[src/sv/ptc_pkg.sv]
// shared types and constants of the pressure temperature compensation block
package ptc_pkg;

  // field widths
  localparam int RawW    = 24;
  localparam int CfgW    = 16;
  localparam int CfgIdxW = 8;
  localparam int OutW    = 32;

  // pipeline depth, the last stage is the output register
  localparam int NStages = 11;

  // internal value widths
  localparam int DtW   = 25;
  localparam int ProdW = 42;
  localparam int DevW  = 18;
  localparam int OffW  = 36;
  localparam int SensW = 35;
  localparam int SqW   = 35;
  localparam int Corr2W = 38;
  localparam int CorrW = 40;

  // compensation constants
  localparam int TempRef      = 2000;
  localparam int TempCold     = 1500;
  localparam int TempShift    = 23;
  localparam int OffShift     = 7;
  localparam int SensShift    = 8;
  localparam int OffBaseSh    = 16;
  localparam int SensBaseSh   = 15;
  localparam int SensDivShift = 21;
  localparam int PDivShift    = 15;
  localparam int RefTempSh    = 8;

  // deviation bound of the very cold band and offset to its upper edge
  localparam int ColdBound = TempRef + TempCold;
  localparam logic signed [DevW-1:0] DevVcold = DevW'(-ColdBound);
  localparam logic signed [DevW:0]   ColdOfs  = (DevW + 1)'(ColdBound);

  // register indexes
  localparam logic [CfgIdxW-1:0] RegSensBase   = 8'd0;
  localparam logic [CfgIdxW-1:0] RegOffBase    = 8'd1;
  localparam logic [CfgIdxW-1:0] RegSensTempco = 8'd2;
  localparam logic [CfgIdxW-1:0] RegOffTempco  = 8'd3;
  localparam logic [CfgIdxW-1:0] RegRefTemp    = 8'd4;
  localparam logic [CfgIdxW-1:0] RegTempSlope  = 8'd5;

  typedef struct packed {
    logic [CfgW-1:0] sens_base;
    logic [CfgW-1:0] offset_base;
    logic [CfgW-1:0] sens_tempco;
    logic [CfgW-1:0] offset_tempco;
    logic [CfgW-1:0] ref_temperature;
    logic [CfgW-1:0] temp_slope;
  } cfg_t;

  // first-order terms leaving the front stages
  typedef struct packed {
    logic [RawW-1:0]        d1;
    logic signed [DevW-1:0] dev;
    logic signed [DevW:0]   cold_dev;
    logic                   cold;
    logic                   vcold;
    logic signed [OffW-1:0]  off;
    logic signed [SensW-1:0] sens;
  } front_t;

  // corrected offset and sensitivity
  typedef struct packed {
    logic [RawW-1:0]         d1;
    logic signed [CorrW-1:0] offc;
    logic signed [CorrW-1:0] sensc;
  } corr_t;

  // pipeline control
  typedef struct packed {
    logic [NStages-1:0] en;
    logic               out_valid;
  } pipe_ctl_t;

endpackage

[src/sv/ptc_pipe_ctrl.sv]
// stage valid bits and per-stage enables with bubble squeezing
module ptc_pipe_ctrl (
  input  logic               clk_i,
  input  logic               rst_ni,
  input  logic               in_valid_i,
  input  logic               out_ready_i,
  output logic               in_ready_o,
  output ptc_pkg::pipe_ctl_t ctl_o
);

  logic [ptc_pkg::NStages-1:0] v_q, v_d, en;

  // a stage moves when it is empty or the next one moves
  always_comb begin
    en[ptc_pkg::NStages-1] = !v_q[ptc_pkg::NStages-1] || out_ready_i;
    for (int k = ptc_pkg::NStages - 2; k >= 0; k--) begin
      en[k] = !v_q[k] || en[k+1];
    end
  end

  // valid bits follow their data
  always_comb begin
    v_d[0] = en[0] ? in_valid_i : v_q[0];
    for (int k = 1; k < ptc_pkg::NStages; k++) begin
      v_d[k] = en[k] ? v_q[k-1] : v_q[k];
    end
  end

  always_ff @(posedge clk_i or negedge rst_ni) begin
    if (!rst_ni) begin
      v_q <= '0;
    end else begin
      v_q <= v_d;
    end
  end

  assign in_ready_o      = en[0];
  assign ctl_o.en        = en;
  assign ctl_o.out_valid = v_q[ptc_pkg::NStages-1];

endmodule

[config.mk]
export PLATFORM = sky130hd
export DESIGN_NAME = ptc_pipe_ctrl
export DESIGN_NICKNAME = d
export VERILOG_FILES = /design/src/sv/ptc_pkg.sv /design/src/sv/ptc_pipe_ctrl.sv
export SDC_FILE = /design/constraint.sdc
export NUM_CORES = 1
export LEC_CHECK = 0
export BUFFER_PORTS_ARGS = -buffer_cell sky130_fd_sc_hd__buf_4
export CAP_MARGIN = 20
export CORE_AREA = 4 4 41 43
export DETAILED_ROUTE_END_ITERATION = 7
export DIE_AREA = 0 0 45 47
export HOLD_SLACK_MARGIN = 0.08
export SLEW_MARGIN = 20
export SYNTH_ARGS = -nofsm -noshare
export SYNTH_HDL_FRONTEND = slang
export SYNTH_SLANG_ARGS = --single-unit
[constraint.sdc]
create_clock -name clk_i -period 2.7 [get_ports clk_i]
set_input_delay 0.135 -clock clk_i [delete_from_list [all_inputs] [get_ports clk_i]]
set_output_delay 0.135 -clock clk_i [all_outputs]
set_load 0.01 [all_outputs]
Yosys cells after proc, flatten, opt, wreduce, memory -nomap -nowiden
Cells that the tools add are included.
{"block": "word_totals", "ff_bits": 11, "elab_cells": 33, "out_inout_bits": 13, "input_bits": 4}
{"block": "op_classes", "n_reduce_logical": 22}
{"operator": "logical NOT 1 bit", "n": 11}
{"operator": "logical OR 1 bit", "n": 11}

Longest topological paths before layout
Gate-level depths: netlist of the first run.
{"block": "logic_depth", "ltp_word": 12, "depth_mapped": 5, "ltp_nobuf": 2}

Least setup slack after synthesis of the first run
No wires, ideal clock.
{"block": "synth_timing", "kind": "register to output", "from": "register v_q[10] (netlist bit)", "to": "output port ctl_o[1] (netlist bit)", "stages_incl_launch_ff": 6, "t_required_ps": 2565, "slack_ps": 1472, "n_path_buf": 3, "arrival_ps": 1093, "path_cell_list": "dfrtp_1 > and4b_1 > buf_6 > buf_6 > nand3_1 > buf_4"}
{"block": "synth_via", "elab_chain_cells": 12}
{"element": "start: declaration", "line_no": "ptc_pipe_ctrl.sv:11", "text": "logic [ptc_pkg::NStages-1:0] v_q, v_d, en;"}
{"element": "start signal: assignment", "line_no": "ptc_pipe_ctrl.sv:33", "text": "v_q <= v_d;"}
{"element": "logical NOT 1 bit", "line_no": "ptc_pipe_ctrl.sv:15", "text": "en[ptc_pkg::NStages-1] = !v_q[ptc_pkg::NStages-1] || out_ready_i;"}
{"element": "logical OR 1 bit", "line_no": "ptc_pipe_ctrl.sv:15"}
{"element": "logical OR 1 bit (10 in series)", "line_no": "ptc_pipe_ctrl.sv:17", "text": "en[k] = !v_q[k] || en[k+1];"}
{"element": "end: declaration", "line_no": "ptc_pipe_ctrl.sv:8", "text": "output ptc_pkg::pipe_ctl_t ctl_o"}
Every way passes these cells.

Final worst setup path of the first run
{"block": "layout_timing", "from": "register v_q[10] (netlist bit)", "to": "output port in_ready_o"}
{"block": "layout_via", "elab_chain_cells": 12}
{"element": "logical NOT 1 bit", "line_no": "ptc_pipe_ctrl.sv:15"}
{"element": "logical OR 1 bit", "line_no": "ptc_pipe_ctrl.sv:15"}
{"element": "logical OR 1 bit (10 in series)", "line_no": "ptc_pipe_ctrl.sv:17"}
{"element": "end: declaration", "line_no": "ptc_pipe_ctrl.sv:7", "text": "output logic in_ready_o,"}
Every way passes these cells.

==> out/results.md, run 1 <==
| Step | Metric | This run |
|---|---|---|
| status | Run status | finished clean |
| power and ir drop | Clock network power share | 24.5% |
| power and ir drop | P_sw | 138 uW |
| critical path | Startpoint type of the worst setup path | flip-flop |
| route | Post-route DRC violation count | 0 |
| cts | Cell at the root of the clock tree | clkbuf_4 |
| floorplan | Effective utilization at floorplan | 38.9% |
| critical path | Worst R2R Setup Slack | 1450 ps |
| placement | Number of placed cells counting well taps | 68 |
| cts | Clock slew seen by the registers of the worst setup and hold paths | 70 ps |
| critical path | Required @ worst endpoint | 2570 ps |
| run | Number of maximum-capacitance violations | 0 |
| power and ir drop | Overall power of the completed layout | 444 uW |
| floorplan | Total Die Area | 0.00212 mm^2 |
| power and ir drop | Sequential Power Share | 48.5% |
| timing | Period utilization | 63.2% |
| power and ir drop | Portion of total power attributed to combinational logic | 27.1% |
| worst hold path | Worst hold path cell count | 3 |
| route | Total number of vias | 379 |
| power and ir drop | Internal power | 307 uW |
| layout | Area overhead of the layout relative to synthesis | 26.9% |
| timing | Post-route setup TNS | 0 ps |
| route | Post-DR vias/cell | 5.12 |
| floorplan | Die H | 47 um |
| cts | Insertion delay of the later-clocked pin in the worst-skew pair | 260 ps |
| global routing | Via count of the first global-routing pass | 373 |
| synthesis | Synth Cell Area | 507 um^2 |
| layout | Register bank with the most flops | v_q |
| synthesis | Synthesized netlist net count | 46 |
| placement | Half-perimeter wire length after detailed placement | 684 um |
| floorplan | Standard-cell row count | 13 |
| critical path | End of the worst register-to-register path | v_q[5]$_DFFE_PN0P_ |
| power and ir drop | Leakage power summed over all cells | 0.280 nW |
| timing | Number of pins exceeding their max-slew limit in the final report | 0 |
| layout | Most common cell after layout, fill and taps aside | buf_4 |
| timing | Worst Skew | 2.87 ps |
| layout | Number of flip-flops in the largest register | 11 |
| layout | Number of fill cells in the layout | 132 |
| synthesis | Syn_area_per_cell | 12.1 um^2 |
| route | Antenna Nets Post-Route | 0 |
| layout | Largest registers in the final layout | v_q x11 |
| timing | Number of failing hold endpoints at the final stage | 0 |
| placement | Port Buffer Count | 16 |
| critical path | Reg2reg path depth | 2 |
| critical path | Start of the worst register-to-register path | v_q[10]$_DFFE_PN0P_ |
| worst hold path | Classification of the worst-slack hold path | in -> reg |
| timing | Highest Clock Rate | 586 MHz |
| synthesis | Register area share after synthesis | 54.3% |
| timing | Unrepaired setup endpoints after global routing | false |
| layout | Number of non-filler instances in the completed layout | 74 |
| critical path | Data arrival time of the worst path | 1570 ps |
| placement | Placement-stage worst setup slack | 1270 ps |
| timing | Rel. slew slack | 63.9% |
| route | Post-detailed-routing wire length | 930 um |
| layout | Antenna diode count | 0 |
| placement | Placer Congestion | 0.742 |
| synthesis | Synth cell types | 19 |
| cts | Total clock buffers created by CTS | 3 |
| global routing | Pin count of the biggest net entering global routing | 19 |
| global routing | Number of antenna violations at the first check in global routing | 0 |
| global routing | Overflow left after global routing | 0 |
| synthesis | Count of state elements after synthesis | 11 |
| power and ir drop | Power density over cell area | 691 mW/mm^2 |
| route | Count of TritonRoute iterations in the first routing pass | 4 |
| critical path | Crit Path Class | reg -> out |
| cts | TritonCTS Sinks | 11 |
| cts | Post-CTS Setup Repair Bufs | 0 |
| timing | Final worst slack | 994 ps |
| cts | CTS tree | done |
| critical path | Maximum fanout along the worst path | 18 |
| synthesis | Total number of yosys warnings | 0 |
| timing | Setup violators final | 0 |
| worst hold path | Critical hold path startpoint | out_ready_i |
| cts | H-Tree Level Count | 1 |
| layout | Share of layout cells above drive strength 1 | 37.3% |
| synthesis | Gate count after technology mapping | 42 |
| layout | Post-layout nets | 64 |
| route | Number of DRC violations after detailed-routing iteration 0 | 8 |
| power and ir drop | Net switching share of the total power | 31.0% |
| route | Wirelength per Cell | 12.6 um |
| power and ir drop | VDD IR max | 322 uV |
| timing | Min Tclk post-route | 1710 ps |
| floorplan | Die width | 45 um |
| global routing | First-pass GRT wire length | 1560 um |
| global routing | All-layer global routing usage | 10.2% |
| cts | CTS max path bufs | 2 |
| critical path | Crit. End Element | output port |
| layout | Most used cells in the layout excluding fill and tap cells | buf_4, dfrtp_1, nand3_1 |
| timing | Transition at the pin with the smallest max-transition slack | 541 ps |
| worst hold path | Hold endpoint | v_q[9]$_DFFE_PN0P_ |
| floorplan | Core Box Area | 0.00130 mm^2 |
| floorplan | Boundary pin count | 17 |
[how the worst max path moves through the flow]
stage                              startpoint    endpoint  slack [ps]  cells past startpoint
final                     v_q[10]$_DFFE_PN0P_  in_ready_o         990                      3
after global routing      v_q[10]$_DFFE_PN0P_    ctl_o[1]         870                      3
after CTS                 v_q[10]$_DFFE_PN0P_  in_ready_o         960                      3
after detailed placement  v_q[10]$_DFFE_PN0P_  in_ready_o        1270                      3
after global placement     v_q[9]$_DFFE_PN0P_    ctl_o[1]        1290                      3
after floorplan           v_q[10]$_DFFE_PN0P_    ctl_o[1]        1470                      5
[per-layer routing]
| metal | vias up | GRT usage [%] | wire length (um) | share of wire, % |
|---|---|---|---|---|
| met4 | 0 | 3.51 | 0 | 0 |
| met3 | 0 | 3.83 | 64 | 6.9 |
| met1 | 178 | 14.8 | 485 | 52 |
| li1 | 188 | - | - | - |
| met2 | 13 | 13.6 | 381 | 41 |
| met5 | - | 0 | 0 | 0 |
[area by class of cell]
| type | instances | area, um^2 | share of cell area [%] |
|---|---|---|---|
| Sequential cell | 11 | 275 | 42.8 |
| Clock buffer | 4 | 26.3 | 4.09 |
| Tap cell | 15 | 18.8 | 2.92 |
| Inverter | 1 | 3.75 | 0.584 |
| Multi-Input combinational cell | 25 | 179 | 27.8 |
| Timing Repair Buffer | 18 | 140 | 21.8 |
[Yosys cell counts (all sizes together)]
library cell / n / area [um^2]
nand4: 2 / 12.5
nand2b: 3 / 18.8
dfrtp: 11 / 275
a21o: 2 / 16.3
and4: 2 / 17.5
and4b: 1 / 10.0
nand3b: 1 / 7.51
nand2: 2 / 7.51
a41o: 2 / 21.3
and2: 1 / 6.26
nand3: 4 / 20.0
a31o: 4 / 35.0
or2: 1 / 6.26
buf: 5 / 48.8
inv: 1 / 3.75
[metrics by stage]
stage | utilization, % | hold WS (ps) | instance area, um^2
after floorplan | - | -161 | 507
after global placement | 45.9 | -25.3 | 597
after detailed placement | 45.9 | -22.3 | 597
after CTS | 49.4 | 164 | 643
after global routing | 49.4 | 182 | 643
final | 49.4 | 170 | 643
[repair_timing]
action | CTS | global route
setup endpoints to repair | 0 | 0
resized for setup | 0 | 0
endpoints found under the hold margin | 12 | 0
hold buffers | 2 | 0
[worst max-delay path, stage by stage (launching register included)]
cell     delay [ps]
dfrtp_1         380
and4b_1         560
nand3_1         180
buf_4           190
[power groups by stage]
| stage | registers (mW) | logic, mW | clock network (mW) |
|---|---|---|---|
| 3_5_place_dp | 0.219 | 0.120 | 0 |
| 2_1_floorplan | 0.211 | 0.0954 | 0 |
| 3_3_place_gp | 0.218 | 0.121 | 0 |
| 4_1_cts | 0.215 | 0.123 | 0.115 |
| 5_1_grt | 0.220 | 0.133 | 0.123 |
| 6_report | 0.215 | 0.120 | 0.109 |
[logic make-up (layout without fill, tap and decap cells)]
logic type | Yosys count | in the layout | synth area share (%)
simple gates | 17 | 17 | 21.0
compound gates | 8 | 8 | 14.3
flops | 11 | 11 | 54.3
buf+inv | 6 | 23 | 10.4
Power figures use the tool's default switching activity.
==> run 2: changes to the inputs <==
- clock period: 2.7 -> 1.74 ns (I/O delays scaled with it)
==> run 2 against run 1 <==
Worst setup slack got worse by 800 ps. Sequential power up 55%. Non-clock buffer count is the same. Clock skew is 1.3 ps lower. Critical path depth is the same. Register-to-register slack got worse by 870 ps. Core utilization rose by 0.096 points. Die area is the same. Flip-flop and latch count stayed put. Via count stayed put. Final cell count did not move. First-iteration DRC count rose by 13%.
==> out/results.md, run 2 (same netlist as run 1, synthesis figures left out) <==
| Step | Metric | This run | Change |
|---|---|---|---|
| status | Run status | finished clean | unchanged |
| timing | Post-route setup TNS | 0 ps | unchanged |
| global routing | Pin count of the biggest net entering global routing | 19 | unchanged |
| layout | Layout Utilization | 49.5% | was 49.4% |
| timing | Number of failing hold endpoints at the final stage | 0 | unchanged |
| layout | Most used cells in the layout excluding fill and tap cells | buf_4, dfrtp_1, nand3_1 | unchanged |
| power and ir drop | P_sw | 213 uW | was 138 uW |
| floorplan | Boundary pin count | 17 | unchanged |
| timing | Highest Clock Rate | 648 MHz |  |
| timing | Number of pins exceeding their max-slew limit in the final report | 0 | unchanged |
| run | Number of maximum-capacitance violations | 0 | unchanged |
| timing | Transition at the pin with the smallest max-transition slack | 330 ps | was 541 ps |
| power and ir drop | VDD IR max | 496 uV | was 322 uV |
| placement | Placer Congestion | 0.742 | unchanged |
| route | Total number of vias | 379 | unchanged |
| layout | Post-layout nets | 64 | unchanged |
| layout | Most common cell after layout, fill and taps aside | buf_4 | unchanged |
| route | Post-DR vias/cell | 5.12 | unchanged |
| global routing | Number of antenna violations at the first check in global routing | 0 | unchanged |
| critical path | Data arrival time of the worst path | 1460 ps | was 1570 ps |
| critical path | Startpoint type of the worst setup path | flip-flop | unchanged |
| floorplan | Effective utilization at floorplan | 38.9% | unchanged |
| timing | Unrepaired setup endpoints after global routing | false | unchanged |
| power and ir drop | Clock network power share | 24.3% | was 24.5% |
| cts | Insertion delay of the later-clocked pin in the worst-skew pair | 260 ps | about the same |
| route | Antenna Nets Post-Route | 0 | unchanged |
| cts | Cell at the root of the clock tree | clkbuf_4 | unchanged |
| route | Post-route DRC violation count | 0 | unchanged |
| floorplan | Standard-cell row count | 13 | unchanged |
| worst hold path | Classification of the worst-slack hold path | in -> reg | unchanged |
| floorplan | Die H | 47 um | unchanged |
| cts | Total clock buffers created by CTS | 3 | unchanged |
| power and ir drop | Portion of total power attributed to combinational logic | 27.3% | was 27.1% |
| cts | Clock slew seen by the registers of the worst setup and hold paths | 70 ps | about the same |
| floorplan | Total Die Area | 0.00212 mm^2 | unchanged |
| layout | Share of layout cells above drive strength 1 | 39.0% | was 37.3% |
| timing | Min Tclk post-route | 1540 ps |  |
| global routing | Overflow left after global routing | 0 | unchanged |
| route | Number of DRC violations after detailed-routing iteration 0 | 9 | was 8 |
| route | Wirelength per Cell | 12.5 um | was 12.6 um |
| placement | Placement-stage worst setup slack | 355 ps | was 1270 ps |
| power and ir drop | Overall power of the completed layout | 690 uW | was 444 uW |
| critical path | Maximum fanout along the worst path | 10 | was 18 |
| layout | Register bank with the most flops | v_q | unchanged |
| power and ir drop | Sequential Power Share | 48.5% | about the same |
| cts | CTS max path bufs | 2 | unchanged |
| power and ir drop | Leakage power summed over all cells | 0.280 nW | about the same |
| critical path | Crit. End Element | output port | unchanged |
| critical path | Required @ worst endpoint | 1650 ps | was 2570 ps |
| power and ir drop | Internal power | 477 uW | was 307 uW |
| layout | Number of fill cells in the layout | 131 | was 132 |
| placement | Half-perimeter wire length after detailed placement | 684 um | unchanged |
| timing | Period utilization | 88.7% |  |
| floorplan | Core Box Area | 0.00130 mm^2 | unchanged |
| timing | Rel. slew slack | 78.0% | was 63.9% |
| power and ir drop | Power density over cell area | 1070 mW/mm^2 | was 691 mW/mm^2 |
| timing | Final worst slack | 197 ps | was 994 ps |
| timing | Worst Skew | 1.56 ps | was 2.87 ps |
| critical path | Reg2reg path depth | 2 | unchanged |
| timing | Worst-case hold slack | 120 ps | was 170 ps |
| cts | CTS tree | done | unchanged |
| route | Count of TritonRoute iterations in the first routing pass | 4 | unchanged |
| power and ir drop | Net switching share of the total power | 30.8% | was 31.0% |
| cts | Post-CTS Setup Repair Bufs | 0 | unchanged |
| layout | Area overhead of the layout relative to synthesis | 27.2% | was 26.9% |
| critical path | Crit Path Class | reg -> out | unchanged |
| floorplan | Die width | 45 um | unchanged |
| placement | Port Buffer Count | 16 | unchanged |
| cts | TritonCTS Sinks | 11 | unchanged |
| global routing | Via count of the first global-routing pass | 373 | unchanged |
| layout | Largest registers in the final layout | v_q x11 | unchanged |
| worst hold path | Worst hold path cell count | 3 | unchanged |
| layout | Antenna diode count | 0 | unchanged |
| timing | Setup violators final | 0 | unchanged |
| route | Post-detailed-routing wire length | 926 um | was 930 um |
| global routing | All-layer global routing usage | 10.2% | unchanged |
| layout | Number of flip-flops in the largest register | 11 | unchanged |
| cts | H-Tree Level Count | 1 | unchanged |
| global routing | First-pass GRT wire length | 1560 um | unchanged |
-- run 2: layout make-up --
type,instances,area [um^2],share of cell area [%]
inverter,1,3.75,0.583
sequential,11,275,42.7
tap,15,18.8,2.91
clock buffer,4,26.3,4.08
timing repair buffer,18,140,21.7
multi-input combinational,25,180,28.0
-- run 2: routing by layer --
metal | GRT usage (%) | part of all wire (%) | vias to the layer above
met5 | 0 | 0 | -
met4 | 3.51 | 0 | 0
met3 | 3.83 | 6.9 | 0
met2 | 13.6 | 41 | 13
met1 | 14.8 | 52 | 179
li1 | - | - | 187
-- run 2: critical path, stage by stage, from the launching register on --
cell     delay, ps
dfrtp_1        440
and4_1         420
nand3_1        160
buf_4          170
-- run 2: worst paths after layout --
check	from	endpoint	slack, ps
worst min-delay path	out_ready_i	v_q[9]$_DFFE_PN0P_	120
min in group asynchronous	rst_ni	v_q[8]$_DFFE_PN0P_	190
max in group asynchronous	rst_ni	v_q[2]$_DFFE_PN0P_	1400
worst max-delay path	v_q[7]$_DFFE_PN0P_	in_ready_o	200
worst min register to register	v_q[4]$_DFFE_PN0P_	v_q[5]$_DFFE_PN0P_	460
worst max register to register	v_q[9]$_DFFE_PN0P_	v_q[5]$_DFFE_PN0P_	580
-- run 2: power by group through the flow --
stage | registers (mW) | logic, mW | clock network, mW
3_5_place_dp | 0.339 | 0.186 | 0
3_3_place_gp | 0.339 | 0.187 | 0
5_1_grt | 0.342 | 0.207 | 0.191
6_report | 0.334 | 0.188 | 0.167
2_1_floorplan | 0.328 | 0.148 | 0
4_1_cts | 0.334 | 0.191 | 0.178
-- run 2: stage by stage --
| stage | std cells | instance area (um^2) |
|---|---|---|
| finish | 74 | 644 |
| global route | 74 | 644 |
| CTS | 74 | 643 |
| detailed placement | 68 | 597 |
| global placement | 68 | 597 |
| floorplan | 42 | 507 |
-- run 2: what timing repair did --
| action | in CTS | in global routing |
|---|---|---|
| endpoints found under the hold margin | 12 | 0 |
| setup endpoints to repair | 0 | 2 |
| resized for setup | 0 | 1 |
| hold buffers | 2 | 0 |
